$ cat src/rtl/sur_pkg.sv
// Shared types, codes and constants of the sequenced upload receiver.
// No dependencies.
package sur_pkg;

	localparam logic [1:0] CMD_HDR  = 2'd0;
	localparam logic [1:0] CMD_DATA = 2'd1;
	localparam logic [1:0] CMD_UNK  = 2'd2;
	localparam logic [1:0] CMD_TICK = 2'd3;

	localparam logic [1:0] KIND_RETX   = 2'd0;
	localparam logic [1:0] KIND_ACK    = 2'd1;
	localparam logic [1:0] KIND_HDRREQ = 2'd2;

	localparam logic REG_TIMEOUT  = 1'b0;
	localparam logic REG_INTERVAL = 1'b1;

	localparam logic [15:0] TIMEOUT_RST  = 16'd60000;
	localparam logic [15:0] INTERVAL_RST = 16'd1001;

	localparam int BUFFER_ROWS = 65536;
	localparam int ROW_BYTES   = 1024;

	localparam int SEQ_W = 17;

	typedef logic [1:0] item_kind_t;
	localparam item_kind_t IT_TICK = 2'd0;
	localparam item_kind_t IT_DROP = 2'd1;
	localparam item_kind_t IT_HDR  = 2'd2;
	localparam item_kind_t IT_DATA = 2'd3;

	typedef struct packed {
		item_kind_t        kind;
		logic [SEQ_W-1:0]  seq;
		logic [10:0]       plen;
	} item_t;

	typedef struct packed {
		logic              store_valid;
		logic [15:0]       store_row;
		logic              reply_valid;
		logic [1:0]        reply_kind;
		logic [SEQ_W-1:0]  reply_number;
		logic [6:0]        progress_percent;
		logic              transfer_done;
		logic              dropped;
		logic              timed_out;
		logic              port_free;
	} result_t;

	// x / 10 for 17-bit x by reciprocal multiply, exact below 2^18
	function automatic logic [SEQ_W-1:0] div10(input logic [SEQ_W-1:0] x);
		logic [33:0] prod;
		prod = 34'(x) * 34'd104858;
		return SEQ_W'(prod[33:20]);
	endfunction

endpackage

$ cat src/rtl/sur_in_if.sv
// Input channel of the upload receiver: packet descriptors and ticks.
// No dependencies.
interface sur_in_if;
	logic        valid;
	logic        ready;
	logic [1:0]  cmd;
	logic        length_ok;
	logic [16:0] seq_number;
	logic [10:0] payload_len;

	modport source(output valid, cmd, length_ok, seq_number, payload_len, input ready);
	modport sink(input valid, cmd, length_ok, seq_number, payload_len, output ready);
endinterface

$ cat src/rtl/sur_out_if.sv
// Result channel of the upload receiver.
// No dependencies.
interface sur_out_if;
	logic        valid;
	logic        ready;
	logic        store_valid;
	logic [15:0] store_row;
	logic        reply_valid;
	logic [1:0]  reply_kind;
	logic [16:0] reply_number;
	logic [6:0]  progress_percent;
	logic        transfer_done;
	logic        dropped;
	logic        timed_out;
	logic        port_free;

	modport source(output valid, store_valid, store_row, reply_valid, reply_kind,
		reply_number, progress_percent, transfer_done, dropped, timed_out, port_free,
		input ready);
	modport sink(input valid, store_valid, store_row, reply_valid, reply_kind,
		reply_number, progress_percent, transfer_done, dropped, timed_out, port_free,
		output ready);
endinterface

$ cat src/rtl/sur_front.sv
// Front end: accepts items, classifies them and holds them in a two-entry queue.
// Depends on sur_pkg and sur_in_if.
module sur_front (
	input  logic          clk,
	input  logic          arst_n,
	sur_in_if.sink        in_ch,
	output sur_pkg::item_t head,
	output logic          head_valid,
	input  logic          pop
);
	import sur_pkg::*;

	item_t      mem_q [2];
	logic       wr_ptr_q;
	logic       rd_ptr_q;
	logic [1:0] cnt_q;
	item_t      entry;
	logic       push;
	logic       do_pop;

	always_comb begin
		entry.seq  = in_ch.seq_number;
		entry.plen = in_ch.payload_len;
		priority if (in_ch.cmd == CMD_TICK) entry.kind = IT_TICK;
		else if (!in_ch.length_ok || in_ch.cmd == CMD_UNK) entry.kind = IT_DROP;
		else if (in_ch.cmd == CMD_HDR) entry.kind = IT_HDR;
		else entry.kind = IT_DATA;
	end

	assign in_ch.ready = (cnt_q != 2'd2);
	assign push        = in_ch.valid && in_ch.ready;
	assign head_valid  = (cnt_q != 2'd0);
	assign head        = mem_q[rd_ptr_q];
	assign do_pop      = pop && head_valid;

	always_ff @(posedge clk) begin
		if (push)
			mem_q[wr_ptr_q] <= entry;
	end

	always_ff @(posedge clk or negedge arst_n) begin
		if (!arst_n) begin
			wr_ptr_q <= 1'b0;
			rd_ptr_q <= 1'b0;
			cnt_q    <= 2'd0;
		end else begin
			if (push)
				wr_ptr_q <= ~wr_ptr_q;
			if (do_pop)
				rd_ptr_q <= ~rd_ptr_q;
			cnt_q <= cnt_q + 2'(push) - 2'(do_pop);
		end
	end

endmodule

$ cat src/rtl/sur_div.sv
// Radix-2 restoring divider: one dividend against two divisors, one bit a cycle.
// Depends on sur_pkg.
module sur_div (
	input  logic                      clk,
	input  logic                      arst_n,
	input  logic                      start,
	input  logic [sur_pkg::SEQ_W-1:0] dividend,
	input  logic [sur_pkg::SEQ_W-1:0] div_a,
	input  logic [15:0]               div_b,
	output logic                      done,
	output logic [sur_pkg::SEQ_W-1:0] quo_a,
	output logic [sur_pkg::SEQ_W-1:0] rem_a,
	output logic [15:0]               rem_b
);
	import sur_pkg::*;

	logic [4:0]       cnt_q;
	logic             busy_q;
	logic             done_q;
	logic [SEQ_W-1:0] num_q;
	logic [SEQ_W-1:0] quo_q;
	logic [SEQ_W-1:0] ra_q;
	logic [15:0]      rb_q;
	logic [SEQ_W-1:0] da_q;
	logic [15:0]      db_q;
	logic [SEQ_W:0]   ta;
	logic [16:0]      tb;
	logic             qa;
	logic [SEQ_W-1:0] ra_d;
	logic [15:0]      rb_d;

	always_comb begin
		ta = {ra_q, num_q[SEQ_W-1]};
		tb = {rb_q, num_q[SEQ_W-1]};
		qa = (ta >= {1'b0, da_q});
		ra_d = qa ? SEQ_W'(ta - {1'b0, da_q}) : ta[SEQ_W-1:0];
		rb_d = (tb >= {1'b0, db_q}) ? 16'(tb - {1'b0, db_q}) : tb[15:0];
	end

	always_ff @(posedge clk) begin
		if (start) begin
			num_q <= dividend;
			da_q  <= div_a;
			db_q  <= div_b;
			ra_q  <= '0;
			rb_q  <= '0;
			quo_q <= '0;
		end else if (busy_q) begin
			num_q <= {num_q[SEQ_W-2:0], 1'b0};
			ra_q  <= ra_d;
			rb_q  <= rb_d;
			quo_q <= {quo_q[SEQ_W-2:0], qa};
		end
	end

	always_ff @(posedge clk or negedge arst_n) begin
		if (!arst_n) begin
			busy_q <= 1'b0;
			done_q <= 1'b0;
			cnt_q  <= '0;
		end else begin
			done_q <= 1'b0;
			if (start) begin
				busy_q <= 1'b1;
				cnt_q  <= '0;
			end else if (busy_q) begin
				cnt_q <= cnt_q + 5'd1;
				if (cnt_q == 5'(SEQ_W - 1)) begin
					busy_q <= 1'b0;
					done_q <= 1'b1;
				end
			end
		end
	end

	assign done  = done_q;
	assign quo_a = quo_q;
	assign rem_a = ra_q;
	assign rem_b = rb_q;

endmodule

$ cat src/rtl/sur_back.sv
// Back end: transfer state, timer, progress checks and the result register.
// Depends on sur_pkg, sur_out_if and sur_div.
module sur_back (
	input  logic           clk,
	input  logic           arst_n,
	input  logic           cfg_we,
	input  logic           cfg_index,
	input  logic [15:0]    cfg_data,
	input  sur_pkg::item_t head,
	input  logic           head_valid,
	output logic           pop,
	sur_out_if.source      out_ch
);
	import sur_pkg::*;

	localparam logic ST_IDLE = 1'b0;
	localparam logic ST_DIV  = 1'b1;

	logic             state_q;
	logic [15:0]      timeout_q;
	logic [15:0]      interval_q;
	logic [SEQ_W-1:0] next_q;
	logic             hdr_miss_q;
	logic [SEQ_W-1:0] last_q;
	logic [SEQ_W-1:0] step_q;
	logic             pend_q;
	logic             free_q;
	logic [15:0]      idle_q;
	logic             run_q;
	logic             out_valid_q;
	result_t          res_q;

	logic [SEQ_W-1:0] next_d, last_d, step_d;
	logic             hdr_d, pend_d, free_d, run_d, go_div;
	logic [15:0]      idle_d, inc;
	result_t          res_d;

	logic             div_done;
	logic [SEQ_W-1:0] quo_a, rem_a;
	logic [15:0]      rem_b;
	logic             hit;

	assign pop = (state_q == ST_IDLE) && head_valid && (!out_valid_q || out_ch.ready);

	always_comb begin
		res_d  = '0;
		next_d = next_q;
		last_d = last_q;
		step_d = step_q;
		hdr_d  = hdr_miss_q;
		pend_d = pend_q;
		free_d = free_q;
		run_d  = run_q;
		idle_d = idle_q;
		go_div = 1'b0;
		inc    = (idle_q == 16'hFFFF) ? idle_q : idle_q + 16'd1;
		unique case (head.kind)
			IT_TICK: begin
				if (run_q) begin
					idle_d = inc;
					if (inc >= timeout_q) begin
						run_d  = 1'b0;
						idle_d = '0;
						pend_d = 1'b0;
						last_d = '0;
						step_d = '0;
						free_d = 1'b1;
						res_d.timed_out = 1'b1;
					end
				end
			end
			IT_DROP: res_d.dropped = 1'b1;
			IT_HDR: begin
				hdr_d  = 1'b0;
				next_d = '0;
				last_d = (head.seq == '0) ? '0 : head.seq - 1'b1;
				step_d = div10((head.seq == '0) ? SEQ_W'(1) : head.seq);
				run_d  = 1'b1;
				idle_d = '0;
			end
			IT_DATA: begin
				if (!hdr_miss_q && head.seq == next_q) begin
					if (32'(next_q) >= 32'(BUFFER_ROWS) || 32'(head.plen) > 32'(ROW_BYTES)) begin
						res_d.dropped = 1'b1;
					end else begin
						res_d.store_valid = 1'b1;
						res_d.store_row   = next_q[15:0];
						next_d = next_q + 1'b1;
						pend_d = 1'b0;
						free_d = 1'b0;
						if (next_d > last_q) begin
							// upload complete
							res_d.reply_valid      = 1'b1;
							res_d.reply_kind       = KIND_ACK;
							res_d.reply_number     = head.seq;
							res_d.progress_percent = 7'd100;
							res_d.transfer_done    = 1'b1;
							idle_d = '0;
						end else if (step_q != '0) begin
							go_div = 1'b1;
						end
					end
				end else if (pend_q) begin
					// silent until progress resumes
				end else if (!hdr_miss_q && head.seq < next_q) begin
					pend_d = 1'b1;
					res_d.reply_valid  = 1'b1;
					res_d.reply_kind   = KIND_ACK;
					res_d.reply_number = next_q;
				end else if (hdr_miss_q || last_q == '0) begin
					pend_d = 1'b1;
					res_d.reply_valid = 1'b1;
					res_d.reply_kind  = KIND_HDRREQ;
				end else begin
					pend_d = 1'b1;
					res_d.reply_valid  = 1'b1;
					res_d.reply_kind   = KIND_RETX;
					res_d.reply_number = next_q;
					idle_d = '0;
				end
			end
			default: ;
		endcase
		res_d.port_free = free_d;
	end

	sur_div u_div (
		.clk      (clk),
		.arst_n   (arst_n),
		.start    (pop && go_div),
		.dividend (next_d),
		.div_a    (step_q),
		.div_b    (interval_q),
		.done     (div_done),
		.quo_a    (quo_a),
		.rem_a    (rem_a),
		.rem_b    (rem_b)
	);

	assign hit = (rem_a == '0) ||
		(interval_q != '0 && next_q > SEQ_W'(interval_q) && rem_b == '0);

	always_ff @(posedge clk) begin
		if (pop) begin
			res_q <= res_d;
		end else if (state_q == ST_DIV && div_done && hit && quo_a != SEQ_W'(10)) begin
			res_q.reply_valid  <= 1'b1;
			res_q.reply_kind   <= KIND_ACK;
			// the in-order seq is one below the advanced count
			res_q.reply_number <= next_q - 1'b1;
			res_q.progress_percent <= (quo_a > SEQ_W'(10)) ? 7'd100 :
				7'(quo_a[3:0]) * 7'd10;
		end
	end

	always_ff @(posedge clk or negedge arst_n) begin
		if (!arst_n) begin
			state_q     <= ST_IDLE;
			timeout_q   <= TIMEOUT_RST;
			interval_q  <= INTERVAL_RST;
			next_q      <= '0;
			hdr_miss_q  <= 1'b1;
			last_q      <= '0;
			step_q      <= '0;
			pend_q      <= 1'b0;
			free_q      <= 1'b1;
			idle_q      <= '0;
			run_q       <= 1'b0;
			out_valid_q <= 1'b0;
		end else begin
			if (cfg_we) begin
				unique case (cfg_index)
					REG_TIMEOUT:  timeout_q  <= cfg_data;
					REG_INTERVAL: interval_q <= cfg_data;
				endcase
			end
			if (out_valid_q && out_ch.ready && !pop)
				out_valid_q <= 1'b0;
			unique case (state_q)
				ST_IDLE: begin
					if (pop) begin
						next_q     <= next_d;
						last_q     <= last_d;
						step_q     <= step_d;
						hdr_miss_q <= hdr_d;
						pend_q     <= pend_d;
						free_q     <= free_d;
						run_q      <= run_d;
						idle_q     <= idle_d;
						if (go_div) begin
							state_q     <= ST_DIV;
							out_valid_q <= 1'b0;
						end else begin
							out_valid_q <= 1'b1;
						end
					end
				end
				ST_DIV: begin
					if (div_done) begin
						if (hit)
							idle_q <= '0;
						out_valid_q <= 1'b1;
						state_q     <= ST_IDLE;
					end
				end
			endcase
		end
	end

	assign out_ch.valid            = out_valid_q;
	assign out_ch.store_valid      = res_q.store_valid;
	assign out_ch.store_row        = res_q.store_row;
	assign out_ch.reply_valid      = res_q.reply_valid;
	assign out_ch.reply_kind       = res_q.reply_kind;
	assign out_ch.reply_number     = res_q.reply_number;
	assign out_ch.progress_percent = res_q.progress_percent;
	assign out_ch.transfer_done    = res_q.transfer_done;
	assign out_ch.dropped          = res_q.dropped;
	assign out_ch.timed_out        = res_q.timed_out;
	assign out_ch.port_free        = res_q.port_free;

endmodule

$ cat src/rtl/sequenced_upload_receiver.sv
// Sequenced upload receiver: packet classification front, state back end.
// Depends on sur_pkg, sur_in_if, sur_out_if, sur_front and sur_back.
//
// in_ch carries one descriptor per packet (header, data, unknown) or one
// timer tick; out_ch returns exactly one result item per input item, in
// order. cfg_we/cfg_index/cfg_data write the idle timeout (index 0) and the
// extra acknowledge interval (index 1), one register per cycle.
// Ticks, headers, drops and data that needs no progress check pass through
// the queue and the result register, one item per cycle while out_ch is
// ready. An in-order data packet that needs the tenth/interval check runs
// the shared 17-iteration radix-2 divider, and the back end takes no further
// item until the divider is done.
// A two-entry queue parts front and back, so in_ch keeps accepting while a
// result waits on a stalled out_ch; once the queue is full in_ch.ready
// drops until the sink takes the result.
// Reset (arst_n low) empties the queue, drops any pending result, restores
// both registers to their defaults and leaves the receiver waiting for a
// header.
module sequenced_upload_receiver (
	input  logic        clk,
	input  logic        arst_n,
	sur_in_if.sink      in_ch,
	sur_out_if.source   out_ch,
	input  logic        cfg_we,
	input  logic        cfg_index,
	input  logic [15:0] cfg_data
);
	import sur_pkg::*;

	item_t head;
	logic  head_valid;
	logic  pop;

	sur_front u_front (
		.clk        (clk),
		.arst_n     (arst_n),
		.in_ch      (in_ch),
		.head       (head),
		.head_valid (head_valid),
		.pop        (pop)
	);

	sur_back u_back (
		.clk        (clk),
		.arst_n     (arst_n),
		.cfg_we     (cfg_we),
		.cfg_index  (cfg_index),
		.cfg_data   (cfg_data),
		.head       (head),
		.head_valid (head_valid),
		.pop        (pop),
		.out_ch     (out_ch)
	);

	a_store_clean: assert property (@(posedge clk) disable iff (!arst_n)
		out_ch.valid && out_ch.store_valid |-> !out_ch.dropped && !out_ch.timed_out)
		else $error("store together with drop or timeout");

	a_done_ack: assert property (@(posedge clk) disable iff (!arst_n)
		out_ch.valid && out_ch.transfer_done |->
			out_ch.store_valid && out_ch.reply_valid &&
			out_ch.reply_kind == KIND_ACK && out_ch.progress_percent == 7'd100)
		else $error("completion without final acknowledge");

	a_no_reply_zero: assert property (@(posedge clk) disable iff (!arst_n)
		out_ch.valid && !out_ch.reply_valid |->
			out_ch.reply_number == '0 && out_ch.progress_percent == '0)
		else $error("reply fields set without a reply");

	a_timeout_frees: assert property (@(posedge clk) disable iff (!arst_n)
		out_ch.valid && out_ch.timed_out |-> out_ch.port_free && !out_ch.reply_valid)
		else $error("timeout did not free the port");

endmodule

$ cat src/flat_wrapper.sv
// flat-port wrapper written by rule: the top's interface ports become plain ports
module sequenced_upload_receiver_flat import sur_pkg::*;
  (clk, arst_n, cfg_we, cfg_index, cfg_data, in_ch_valid, in_ch_cmd, in_ch_length_ok, in_ch_seq_number, in_ch_payload_len, in_ch_ready, out_ch_valid, out_ch_store_valid, out_ch_store_row, out_ch_reply_valid, out_ch_reply_kind, out_ch_reply_number, out_ch_progress_percent, out_ch_transfer_done, out_ch_dropped, out_ch_timed_out, out_ch_port_free, out_ch_ready);
  sur_in_if in_ch_i ();
  sur_out_if out_ch_i ();
  input  logic clk;
  input  logic arst_n;
  input  logic cfg_we;
  input  logic cfg_index;
  input  logic [15:0] cfg_data;
  input wire logic [$bits(in_ch_i.valid)-1:0] in_ch_valid;
  input wire logic [$bits(in_ch_i.cmd)-1:0] in_ch_cmd;
  input wire logic [$bits(in_ch_i.length_ok)-1:0] in_ch_length_ok;
  input wire logic [$bits(in_ch_i.seq_number)-1:0] in_ch_seq_number;
  input wire logic [$bits(in_ch_i.payload_len)-1:0] in_ch_payload_len;
  output wire logic [$bits(in_ch_i.ready)-1:0] in_ch_ready;
  output wire logic [$bits(out_ch_i.valid)-1:0] out_ch_valid;
  output wire logic [$bits(out_ch_i.store_valid)-1:0] out_ch_store_valid;
  output wire logic [$bits(out_ch_i.store_row)-1:0] out_ch_store_row;
  output wire logic [$bits(out_ch_i.reply_valid)-1:0] out_ch_reply_valid;
  output wire logic [$bits(out_ch_i.reply_kind)-1:0] out_ch_reply_kind;
  output wire logic [$bits(out_ch_i.reply_number)-1:0] out_ch_reply_number;
  output wire logic [$bits(out_ch_i.progress_percent)-1:0] out_ch_progress_percent;
  output wire logic [$bits(out_ch_i.transfer_done)-1:0] out_ch_transfer_done;
  output wire logic [$bits(out_ch_i.dropped)-1:0] out_ch_dropped;
  output wire logic [$bits(out_ch_i.timed_out)-1:0] out_ch_timed_out;
  output wire logic [$bits(out_ch_i.port_free)-1:0] out_ch_port_free;
  input wire logic [$bits(out_ch_i.ready)-1:0] out_ch_ready;
  assign in_ch_i.valid = in_ch_valid;
  assign in_ch_i.cmd = in_ch_cmd;
  assign in_ch_i.length_ok = in_ch_length_ok;
  assign in_ch_i.seq_number = in_ch_seq_number;
  assign in_ch_i.payload_len = in_ch_payload_len;
  assign in_ch_ready = in_ch_i.ready;
  assign out_ch_valid = out_ch_i.valid;
  assign out_ch_store_valid = out_ch_i.store_valid;
  assign out_ch_store_row = out_ch_i.store_row;
  assign out_ch_reply_valid = out_ch_i.reply_valid;
  assign out_ch_reply_kind = out_ch_i.reply_kind;
  assign out_ch_reply_number = out_ch_i.reply_number;
  assign out_ch_progress_percent = out_ch_i.progress_percent;
  assign out_ch_transfer_done = out_ch_i.transfer_done;
  assign out_ch_dropped = out_ch_i.dropped;
  assign out_ch_timed_out = out_ch_i.timed_out;
  assign out_ch_port_free = out_ch_i.port_free;
  assign out_ch_i.ready = out_ch_ready;
  sequenced_upload_receiver u_core (.clk(clk), .arst_n(arst_n), .in_ch(in_ch_i), .out_ch(out_ch_i), .cfg_we(cfg_we), .cfg_index(cfg_index), .cfg_data(cfg_data));
endmodule
$ cat config.mk
export PLATFORM = sky130hd
export DESIGN_NAME = sequenced_upload_receiver_flat
export DESIGN_NICKNAME = d
export VERILOG_FILES = /design/src/rtl/sur_pkg.sv /design/src/rtl/sur_in_if.sv /design/src/rtl/sur_out_if.sv /design/src/rtl/sur_front.sv /design/src/rtl/sur_div.sv /design/src/rtl/sur_back.sv /design/src/rtl/sequenced_upload_receiver.sv /design/src/flat_wrapper.sv
export SDC_FILE = /design/constraint.sdc
export NUM_CORES = 1
export LEC_CHECK = 0
export BUFFER_PORTS_ARGS = -buffer_cell sky130_fd_sc_hd__buf_4
export CAP_MARGIN = 15
export CORE_ASPECT_RATIO = 0.7
export CORE_MARGIN = 3
export CORE_UTILIZATION = 45
export CTS_BUF_LIST = sky130_fd_sc_hd__clkbuf_4
export DETAILED_ROUTE_END_ITERATION = 10
export SYNTH_ARGS = -nofsm -noshare
export SYNTH_HDL_FRONTEND = slang
export SYNTH_SLANG_ARGS = --single-unit
$ cat constraint.sdc
create_clock -name clk -period 8.9 [get_ports clk]
set_clock_uncertainty 0.1 [all_clocks]
set_input_delay 1.335 -clock clk [delete_from_list [all_inputs] [get_ports clk]]
set_output_delay 1.335 -clock clk [all_outputs]
set_load 0.05 [all_outputs]
==> parameters.txt, run 1 <==
Parameter                              Value

Outcome
  Run status ... complete, no violations

Clock network
  Total clock sinks ... 317
  Number of H-tree levels ... 3
  Clock latency reported for the late side of the worst-skew pair ... 0.82 ns
  Post-CTS setup repair buffer count ... 0
  Number of buffers inserted during clock tree synthesis ... 83
  Cells resized by post-CTS repair ... 0
  Hold-fix buffers at CTS ... 0
  Clock-pin slew of the registers on the worst-case setup and hold paths ... 0.06 ns
  Maximum root-to-sink buffer count ... 3
  Clk root buf ... clkbuf_4
  TritonCTS clock tree ... done

Floorplanning
  Die Footprint ... 51,770 um2
  Core region area ... 48,120 um2
  Number of primary I/O pins ... 103
  DIE WIDTH ... 270.7 um
  Effective utilization at floorplan ... 45.86%
  Die Y ... 191.3 um
  Std cell rows ... 67

Synth
  Most area-hungry cell type in the Yosys netlist ... edfxtp_1
  Leading register cell type out of synthesis ... edfxtp_1
  Syn avg cell area ... 9.953 um2
  Flop and latch count out of synthesis ... 317
  Cell area after synthesis ... 22,060 um2
  Post-Syn Nets ... 2,601
  Most common cell in the netlist ... inv_1
  Number of distinct library cells after synthesis ... 93
  Ys Warns ... 0
  Cell count after synthesis ... 2,217
  Ys async rst share ... 35.65%
  Largest cells by area after synthesis ... edfxtp_1 21%, ha_1 14%, dfrtp_1 11%
  Post-synth top area share ... 20.96%
  Post-synthesis sequential area ratio ... 38.40%
  Post-synth top cells ... 307 x inv_1, 241 x ha_1, 172 x nand2_1, 172 x nor2_1, 154 x edfxtp_1
  Number of enable-type register cells in the synthesized netlist ... 154

Critical path
  CP max FO ... 24
  Critical Path End ... u_core.u_back.step_q[8]
  Crit path capture type ... register
  Capturing point of the worst reg2reg path ... u_core.u_back.step_q[8]
  Kind of start point of the critical path ... register
  Register-to-register setup slack ... 0.77 ns
  Data arrival time of the worst path ... 8.67 ns
  Start point of the critical path ... u_core.u_front.rd_ptr_q
  Critical path data required time ... 9.44 ns
  Cell depth of the worst flop-to-flop path ... 25
  R2R Path Start ... u_core.u_front.rd_ptr_q
  Path type of the worst setup path ... register to register

Drt
  Ratio of routed vias to standard cells ... 5.468
  Drt drc ... 0
  Iteration-0 DRC count of the detailed router ... 1,262
  Routed length per placed instance ... 19.48 um
  Initial DRT Pass Iterations ... 5
  Detailed Route WL ... 60,040 um
  Via Count ... 16.85k
  Number of nets with antenna violations after detailed routing ... 0

Timing
  Maximum operating frequency ... 123.0 MHz
  Worst Tran Pin Value ... 1.194 ns
  Post-route minimum period ... 8.132 ns
  RSZ-0062 raised after global routing ... false
  Total count of max-transition violations in the final report ... 0
  Max-slew headroom at the worst pin ... 20.10%
  Endpoints failing hold ... 0
  TNS Setup ... 0 ns
  Part of the cycle the worst path needs ... 91.37%
  Number of failing setup endpoints in the final timing report ... 0

Global routing
  Total track usage ... 23.39%
  Number of antenna violations at the first check in global routing ... 3
  Number of global-route vias before repair ... 16.80k
  Pin count of the biggest net entering global routing ... 86
  Wire length of the first global-routing pass ... 94,510 um
  Congestion Overflow GR ... 0

Worst hold path
  Hold crit path type ... register to register

Place
  Count of input and output buffers ... 101
  GPL Wtd Cong ... 0.9452
  Dpl hpwl ... 45,810 um

Finish
  Nets ... 2,738
  Area growth, synth to finish ... 11.83%
  Layout cells sized above 1 ... 14.52%

Run
  Max cap viols ... 0
## how the worst min path moves through the flow
stage                            start                     endpoint  slack, ns  depth (start not counted)
2_1_floorplan  u_core.u_back.step_q[4]  u_core.u_back.u_div.da_q[4]       0.35                          0
3_3_place_gp   u_core.u_back.step_q[0]  u_core.u_back.u_div.da_q[0]       0.37                          0
3_5_place_dp   u_core.u_back.step_q[7]  u_core.u_back.u_div.da_q[7]       0.37                          0
4_1_cts        u_core.u_back.step_q[4]  u_core.u_back.u_div.da_q[4]       0.37                          0
5_1_grt        u_core.u_back.step_q[4]  u_core.u_back.u_div.da_q[4]       0.38                          0
6_report       u_core.u_back.step_q[4]  u_core.u_back.u_div.da_q[4]       0.38                          0
## worst max-delay path, stage by stage (launching register included)
cell	delay [ns]
dfrtp_1	0.47
buf_4	0.37
mux2i_2	0.46
o211ai_2	0.21
nor4_1	0.48
nor3b_2	0.37
nand2_1	0.12
nand2_1	0.28
ha_1	0.34
ha_1	0.30
inv_1	0.05
fa_1	0.53
inv_1	0.06
fa_1	0.50
fa_1	0.54
inv_1	0.05
fa_1	0.53
inv_1	0.04
ha_1	0.30
and4_1	0.18
a221oi_1	0.37
nand4_1	0.26
a41oi_1	0.37
o21bai_1	0.14
a211o_1	0.30
a32o_1	0.25
## stage by stage
step | instances | cell area, um2 | setup slack, ns | hold slack (ns) | util, %
finish | 3082 | 24670 | 0.7679 | 0.3779 | 51.28
global route | 3082 | 24670 | 0.2809 | 0.3799 | 51.28
CTS | 3079 | 24660 | 0.7966 | 0.3750 | 51.25
detailed placement | 2923 | 23510 | 0.8846 | 0.3732 | 48.86
global placement | 2923 | 23510 | 1.150 | 0.3655 | 48.86
floorplan | 2217 | 22060 | 1.792 | 0.3468 | -
## registers in the layout, indices dropped and copies added, names as in the netlist, 16 cells and up
signal,flops
u_core.u_back.u_div.db_q,16
u_core.u_back.out_ch.reply_number,17
u_core.u_back.last_q,17
u_core.u_back.u_div.rem_a,17
u_core.u_back.next_q,17
u_core.u_back.u_div.quo_a,17
u_core.u_back.timeout_q,16
u_core.u_back.interval_q,16
u_core.u_back.u_div.num_q,17
u_core.u_back.out_ch.store_row,16
u_core.u_back.idle_q,16
u_core.u_front.mem_q,60
u_core.u_back.u_div.rem_b,16
## cell usage in the layout (no fill, tap or decap), types with 51 or more instances in the layout
master / synthesis / final
ha_1: 241 / 241
mux2i_1: 51 / 51
nand2_1: 172 / 172
buf_4: 6 / 123
nor2_1: 172 / 171
edfxtp_1: 154 / 154
o21ai_0: 121 / 120
xnor2_1: 70 / 70
a21oi_1: 90 / 89
clkbuf_4: 0 / 127
fa_1: 90 / 90
dfrtp_1: 97 / 96
inv_1: 307 / 307
## layout make-up
cell class | count | area (um2)
antenna | 2 | 5.005
clock buffer | 126 | 945.9
clock inverter | 30 | 205.2
fill | 4504 | 23440
inverter | 318 | 1194
multi-input combinational | 1510 | 12100
sequential | 317 | 8474
tap | 655 | 819.5
timing repair buffer | 124 | 930.9
## metal layers
layer / global-route usage, % / up-vias / share of wire [%]
met5: 0 / - / 0.022
met2: 32.48 / 528 / 40
met3: 7.152 / 77 / 8.4
met4: 5.410 / 2 / 1.6
li1: - / 8071 / -
met1: 35.36 / 8173 / 50
## cell families after synthesis
family	share of synthesized area, %
compound gates	12.02
xor+xnor	3.612
fa+ha+maj	21.83
buf+inv	6.963
flops	38.40
mux	3.828
other cells	0.01700
simple gates	13.33
Power of run 1 is not shown: default switching activity piles up to over one toggle a cycle in this logic, so the estimate is an artifact.
==> inputs of run 2 (changes only) <==
--- a/config.mk
+++ b/config.mk
@@ -5,6 +5,7 @@
 export SDC_FILE = /design/constraint.sdc
 export NUM_CORES = 1
 export LEC_CHECK = 0
+export ABC_AREA = 1
 export BUFFER_PORTS_ARGS = -buffer_cell sky130_fd_sc_hd__buf_4
 export CAP_MARGIN = 15
 export CORE_ASPECT_RATIO = 0.7
@@ -12,6 +13,7 @@
 export CORE_UTILIZATION = 45
 export CTS_BUF_LIST = sky130_fd_sc_hd__clkbuf_4
 export DETAILED_ROUTE_END_ITERATION = 10
+export REMOVE_ABC_BUFFERS = 1
 export SYNTH_ARGS = -nofsm -noshare
 export SYNTH_HDL_FRONTEND = slang
 export SYNTH_SLANG_ARGS = --single-unit
==> run 2 against run 1 <==
Effect of this change: critical path depth rose by 7; final area increased by 7.0%; cell count grew 25%; critical endpoint unchanged; largest cell class unchanged.
==> parameters.txt, run 2 <==
Parameter                              Value

Critical path
  Crit path largest cell delay ... 0.93 ns (+0.39 ns)
  Kind of start point of the critical path ... register
  Crit path capture type ... register
  Path type of the worst setup path ... register to register
  R2R Path Start ... u_core.u_front.rd_ptr_q
  Critical path data required time ... 9.50 ns (+0.06 ns)
  Cell depth of the worst flop-to-flop path ... 32 (+28%)
  Data arrival time of the worst path ... 7.93 ns (-0.74 ns)
  Register-to-register setup slack ... 1.57 ns (+0.80 ns)
  Capturing point of the worst reg2reg path ... u_core.u_back.step_q[8]
  CP max FO ... 20 (-17%)
  Cell seen most often among critical-path stages ... nand2_1
  Start point of the critical path ... u_core.u_front.rd_ptr_q
  Max stage delay cell, worst path ... dfrtp_1

Drt
  Wire length on met1 ... 37,520 um (+25%)
  Top layer reached by signal wires ... met4
  Via Count ... 20.76k (+23%)
  Number of nets with antenna violations after detailed routing ... 0 (unchanged)
  Drt drc ... 0 (unchanged)
  Routed length per placed instance ... 19.27 um (-1.1%)
  Ratio of routed vias to standard cells ... 5.372 (-1.7%)
  Initial DRT Pass Iterations ... 6 (+1)
  Length of routed met2 wiring ... 28,170 um (+18%)
  Iteration-0 DRC count of the detailed router ... 1,919 (+52%)
  Met3 wirelength from detailed routing ... 7229 um (+43%)
  Detailed Route WL ... 74,460 um (+24%)

Synth
  Cell count after synthesis ... 2,992 (+35%)
  Ys async rst share ... 35.65% (unchanged)
  Largest cells by area after synthesis ... edfxtp_1 19%, ha_1 13%, nand2_1 11%
  Post-synthesis sequential area ratio ... 35.38% (-3.0 points)
  Most common cell in the netlist ... nand2_1
  Syn avg cell area ... 8.004 um2 (-20%)
  Number of distinct library cells after synthesis ... 61 (-34%)
  Post-synth top area share ... 19.31% (-1.6 points)
  Post-synth top cells ... 732 x nand2_1, 480 x inv_1, 241 x ha_1
  Flop and latch count out of synthesis ... 317 (unchanged)
  Leading register cell type out of synthesis ... edfxtp_1
  Cell area after synthesis ... 23,950 um2 (+8.5%)
  Number of enable-type register cells in the synthesized netlist ... 154 (unchanged)
  Most area-hungry cell type in the Yosys netlist ... edfxtp_1
  Ys Warns ... 0 (unchanged)

Global routing
  Number of global-route vias before repair ... 19.64k (+17%)
  Wire length of the first global-routing pass ... 114,500 um (+21%)
  Number of antenna violations at the first check in global routing ... 1 (-2)
  Total track usage ... 26.70% (+3.3 points)
  Congestion Overflow GR ... 0 (unchanged)
  Pin count of the biggest net entering global routing ... 61 (-29%)

Timing
  Max-slew headroom at the worst pin ... 26.26% (+6.2 points)
  Part of the cycle the worst path needs ... 82.36% (-9.0 points)
  Endpoints failing hold ... 0 (unchanged)
  Worst Tran Pin Value ... 1.102 ns (-0.09211 ns)
  Post-route minimum period ... 7.330 ns (-0.8023 ns)
  Number of failing setup endpoints in the final timing report ... 0 (unchanged)
  Total count of max-transition violations in the final report ... 0 (unchanged)
  RSZ-0062 raised after global routing ... false
  Maximum operating frequency ... 136.4 MHz (+11%)
  TNS Setup ... 0 ns (unchanged)

Floorplanning
  Effective utilization at floorplan ... 45.73% (-0.13 points)
  Core region area ... 52,380 um2 (+8.8%)
  DIE WIDTH ... 281.7 um (+4.1%)
  Number of primary I/O pins ... 103 (unchanged)
  Die Y ... 199.0 um (+4.1%)
  Std cell rows ... 70 (+4.5%)
  Die Footprint ... 56,070 um2 (+8.3%)

Clock network
  Hold-fix buffers at CTS ... 0 (unchanged)
  Total clock sinks ... 317 (unchanged)
  Cells resized by post-CTS repair ... 0 (unchanged)
  Number of H-tree levels ... 3 (unchanged)
  Number of buffers inserted during clock tree synthesis ... 81 (-2.4%)
  Clk root buf ... clkbuf_4
  Clock-pin slew of the registers on the worst-case setup and hold paths ... 0.07 ns (about the same)
  TritonCTS clock tree ... done
  Clock latency reported for the late side of the worst-skew pair ... 0.78 ns (-0.04 ns)
  Maximum root-to-sink buffer count ... 3 (unchanged)
  Post-CTS setup repair buffer count ... 0 (unchanged)

Finish
  Most frequent standard cell in the layout excluding fill and tap cells ... nand2_1
  Layout cells sized above 1 ... 10.51% (-4.0 points)
  Area growth, synth to finish ... 10.24%
  Nets ... 3,496 (+28%)
  Largest register by flop count ... u_core.u_front.mem_q
  Commonest cells after routing, fill and taps aside ... 732 x nand2_1, 480 x inv_1, 241 x ha_1
  Flip-flop count of the largest register, all copies and words added ... 60 (unchanged)

Place
  Dpl hpwl ... 58,740 um (+28%)
  Count of input and output buffers ... 101 (unchanged)
  GPL Wtd Cong ... 0.9547 (+1.0%)

Worst hold path
  Hold crit path type ... register to register
  Hold path endpoint ... u_core.u_back.hdr_miss_q
  Hold Path Cell Cnt ... 2 (+2)
  Min-Delay Startpoint ... u_core.u_back.hdr_miss_q

Outcome
  Run status ... complete, no violations

Run
  Max cap viols ... 0 (unchanged)
-- run 2: cell types whose count changed after synthesis, moves of 24 or more --
cell and delta:
a21oi_1 +39, inv_1 +173, mux2i_1 -51, nand2_1 +560
nand3_1 +141, nand4_1 +31, nor2_1 +63, o21ai_0 +24
xnor2_1 -53, xor2_1 +28
-- run 2: worst max-delay path, delay by kind of cell, from the launching register on --
kind            cells  cell delay, ns
compound gates      5            0.84
xor+xnor            1            0.17
fa+ha+maj           8            3.02
buf+inv             5            0.63
flops               1            0.93
simple gates       13            1.58
-- run 2: routing by layer --
metal,vias up,global-route usage (%)
met5,-,0
met4,0,6.173
met3,118,7.579
met2,851,35.08
met1,9774,42.34
li1,10020,-
-- run 2: kinds of logic (layout without fill, tap and decap cells) --
| family | count (synthesis) | count (layout) | share of synthesized area [%] |
|---|---|---|---|
| and+or+nand+nor | 1342 | 1342 | 24.11 |
| other | 1 | 2 | 0.01566 |
| AOI/OAI and AO/OA | 365 | 365 | 8.578 |
| adders and majority gates | 331 | 331 | 20.11 |
| buffers and inverters | 570 | 757 | 9.388 |
| xor gates and xnor gates | 66 | 66 | 2.414 |
| DFF | 317 | 317 | 35.38 |
-- run 2: final cells by class --
| cell class | instances | area [um2] |
|---|---|---|
| Timing Repair Buffer | 110 | 825.8 |
| Antenna cell | 1 | 2.502 |
| Multi-Input combinational cell | 2105 | 13250 |
| Tap cell | 684 | 855.8 |
| Clock inverter | 28 | 209.0 |
| Clock buffer | 122 | 915.9 |
| Sequential cell | 317 | 8473 |
| Fill cell | 5119 | 25970 |
| Inverter | 497 | 1866 |
-- run 2: per-stage QoR --
step           hold WS, ns  std cells  worst slack [ns]  utilization [%]  area [um2]
6_report            0.3520       3864             1.570            50.41       26400
2_1_floorplan       0.3307       2919             2.241                -       23570
3_3_place_gp        0.3391       3713             1.739            48.26       25270
3_5_place_dp        0.3417       3713             1.644            48.26       25270
5_1_grt             0.3799       3864            0.9571            50.41       26400
4_1_cts             0.3539       3863             1.648            50.40       26400
-- run 2: worst max-delay path by stage --
| stage | depth (start not counted) | slack [ns] | end |
|---|---|---|---|
| finish | 32 | 1.57 | u_core.u_back.step_q[8] |
| global route | 32 | 0.96 | u_core.u_back.step_q[8] |
| CTS | 32 | 1.65 | u_core.u_back.step_q[8] |
| detailed placement | 31 | 1.64 | u_core.u_back.step_q[8] |
| global placement | 32 | 1.74 | u_core.u_back.step_q[8] |
| floorplan | 30 | 2.24 | u_core.u_back.step_q[2] |
Power of run 2 is left out for the same reason.
==> inputs of run 3 (changes only) <==
==> constraint.sdc (replaced) <==
create_clock -name clk -period 7.5 [get_ports clk]
set_clock_uncertainty 0.1 [all_clocks]
set_input_delay 1.125 -clock clk [delete_from_list [all_inputs] [get_ports clk]]
set_output_delay 1.125 -clock clk [all_outputs]
set_load 0.05 [all_outputs]
==> run 3 against run 2 <==
Effect of this change: register-to-register slack worse by 0.97 ns; sequential share of layout area hardly changed; count of clock-buffer cells in the layout is 8 higher; worst setup slack worse by 0.97 ns; non-clock buffer count is 1 higher; critical endpoint unchanged; largest cell class unchanged.
==> parameters.txt, run 3 (same netlist as run 2, synthesis figures left out) <==
Parameter                              Value

Critical path
  Crit path largest cell delay ... 0.55 ns (-0.38 ns)
  CP max FO ... 14 (-30%)
  Critical path data required time ... 8.16 ns (-1.34 ns)
  Path type of the worst setup path ... register to register
  Cell seen most often among critical-path stages ... nand2_1
  Max stage delay cell, worst path ... fa_1
  Cell family contributing the most delay on the critical path ... adder cells
  Register-to-register setup slack ... 0.60 ns (-0.97 ns)
  Data arrival time of the worst path ... 7.56 ns (-0.37 ns)
  Worst path buffer plus inverter count ... 5 (unchanged)
  Kind of start point of the critical path ... register
  Crit path capture type ... register

Finish
  Flip-flop count of the largest register, all copies and words added ... 60 (unchanged)
  Most frequent standard cell in the layout excluding fill and tap cells ... nand2_1
  Area growth, synth to finish ... 10.37%
  Largest register by flop count ... u_core.u_front.mem_q
  Layout cells sized above 1 ... 10.65% (+0.14 points)
  Commonest cells after routing, fill and taps aside ... 732 x nand2_1, 480 x inv_1, 241 x ha_1
  Nets ... 3,499 (+0.086%)

Clock network
  Number of H-tree levels ... 3 (unchanged)
  Hold-fix buffers at CTS ... 0 (unchanged)
  Maximum root-to-sink buffer count ... 3 (unchanged)
  Number of buffers inserted during clock tree synthesis ... 83 (+2.5%)
  TritonCTS clock tree ... done
  Clk root buf ... clkbuf_4
  Total clock sinks ... 317 (unchanged)
  Cells resized by post-CTS repair ... 0 (unchanged)
  Post-CTS setup repair buffer count ... 0 (unchanged)
  Clock-pin slew of the registers on the worst-case setup and hold paths ... 0.07 ns (about the same)
  Clock latency reported for the late side of the worst-skew pair ... 0.85 ns (+0.07 ns)

Global routing
  Number of antenna violations at the first check in global routing ... 3 (+2)
  Number of global-route vias before repair ... 19.43k (-1.1%)
  Congestion Overflow GR ... 0 (unchanged)
  Pin count of the biggest net entering global routing ... 68 (+11%)
  Total track usage ... 26.66% (-0.035 points)
  Wire length of the first global-routing pass ... 114,000 um (-0.40%)

Run
  Max cap viols ... 0 (unchanged)

Drt
  Detailed Route WL ... 74,280 um (-0.24%)
  Number of nets with antenna violations after detailed routing ... 0 (unchanged)
  Initial DRT Pass Iterations ... 6 (unchanged)
  Ratio of routed vias to standard cells ... 5.370 (about the same)
  Via Count ... 20.81k (+0.24%)
  Iteration-0 DRC count of the detailed router ... 1,843 (-4.0%)
  Routed length per placed instance ... 19.17 um (-0.52%)
  Drt drc ... 0 (unchanged)

Timing
  Part of the cycle the worst path needs ... 92.00% (+9.6 points)
  Post-route minimum period ... 6.900 ns (-0.4302 ns)
  Total count of max-transition violations in the final report ... 0 (unchanged)
  Worst Tran Pin Value ... 1.109 ns (+0.006703 ns)
  RSZ-0062 raised after global routing ... false
  Max-slew headroom at the worst pin ... 25.81% (-0.45 points)
  Number of failing setup endpoints in the final timing report ... 0 (unchanged)
  Endpoints failing hold ... 0 (unchanged)
  Maximum operating frequency ... 144.9 MHz (+6.2%)
  TNS Setup ... 0 ns (unchanged)

Place
  Count of input and output buffers ... 101 (unchanged)
  Dpl hpwl ... 58,330 um (-0.71%)
  GPL Wtd Cong ... 0.9625 (+0.82%)

Floorplanning
  Die Footprint ... 56,070 um2 (unchanged)
  Number of primary I/O pins ... 103 (unchanged)
  Std cell rows ... 70 (unchanged)
  Effective utilization at floorplan ... 45.73% (unchanged)
  Core region area ... 52,380 um2 (unchanged)
  Die Y ... 199.0 um (unchanged)
  DIE WIDTH ... 281.7 um (unchanged)

Outcome
  Run status ... complete, no violations

Worst hold path
  Hold crit path type ... input port to asynchronous set/reset pin
run 3: cell count changes in the layout (fill, tap and decap cells not counted), sizes merged:
cell	delta
clkinvlp	+1
diode	+7
clkinv	-5
bufinv	-1
clkbuf	+8
buf	+1
run 3: worst paths after layout:
check | endpoint | cells past startpoint | start
setup / recovery | u_core.u_back.step_q[8] | 30 | u_core.u_front.rd_ptr_q
hold / removal | u_core.u_back.interval_q[13] | 1 | arst_n
setup reg to reg | u_core.u_back.step_q[8] | 30 | u_core.u_front.rd_ptr_q
hold reg to reg | u_core.u_back.hdr_miss_q | 2 | u_core.u_back.hdr_miss_q
max in group asynchronous | u_core.u_back.last_q[9] | 2 | arst_n
min in group clk | u_core.u_back.hdr_miss_q | 2 | u_core.u_back.hdr_miss_q
run 3: cell type report:
type	instances	area (um2)
diodes	8	20.02
clock inverters	23	153.9
clock buffers	130	975.9
well taps	684	855.8
flip-flops and latches	317	8473
inverters	497	1866
fillers	5098	25940
multi-input cells	2105	13250
repair buffers	111	833.3
run 3: layer usage:
metal	up-vias	global-route usage, %	part of all wire (%)
li1	10040	-	-
met1	9854	42.82	51
met2	820	34.56	38
met3	90	7.896	9.1
met4	4	5.135	1.5
met5	-	0.6838	0.089
run 3: metrics by stage:
step | std cells | setup WS (ns) | cell area, um2 | utilization [%] | hold WS (ns)
after detailed placement | 3714 | 0.7017 | 25280 | 48.27 | 0.3507
after floorplan | 2919 | 0.8414 | 23570 | - | 0.3307
after global routing | 3874 | 0.1281 | 26430 | 50.46 | 0.1837
after global placement | 3714 | 0.7891 | 25280 | 48.27 | 0.3437
after CTS | 3867 | 0.7081 | 26410 | 50.43 | 0.1504
final | 3875 | 0.6003 | 26430 | 50.47 | 0.2112
Power of run 3 is left out for the same reason.
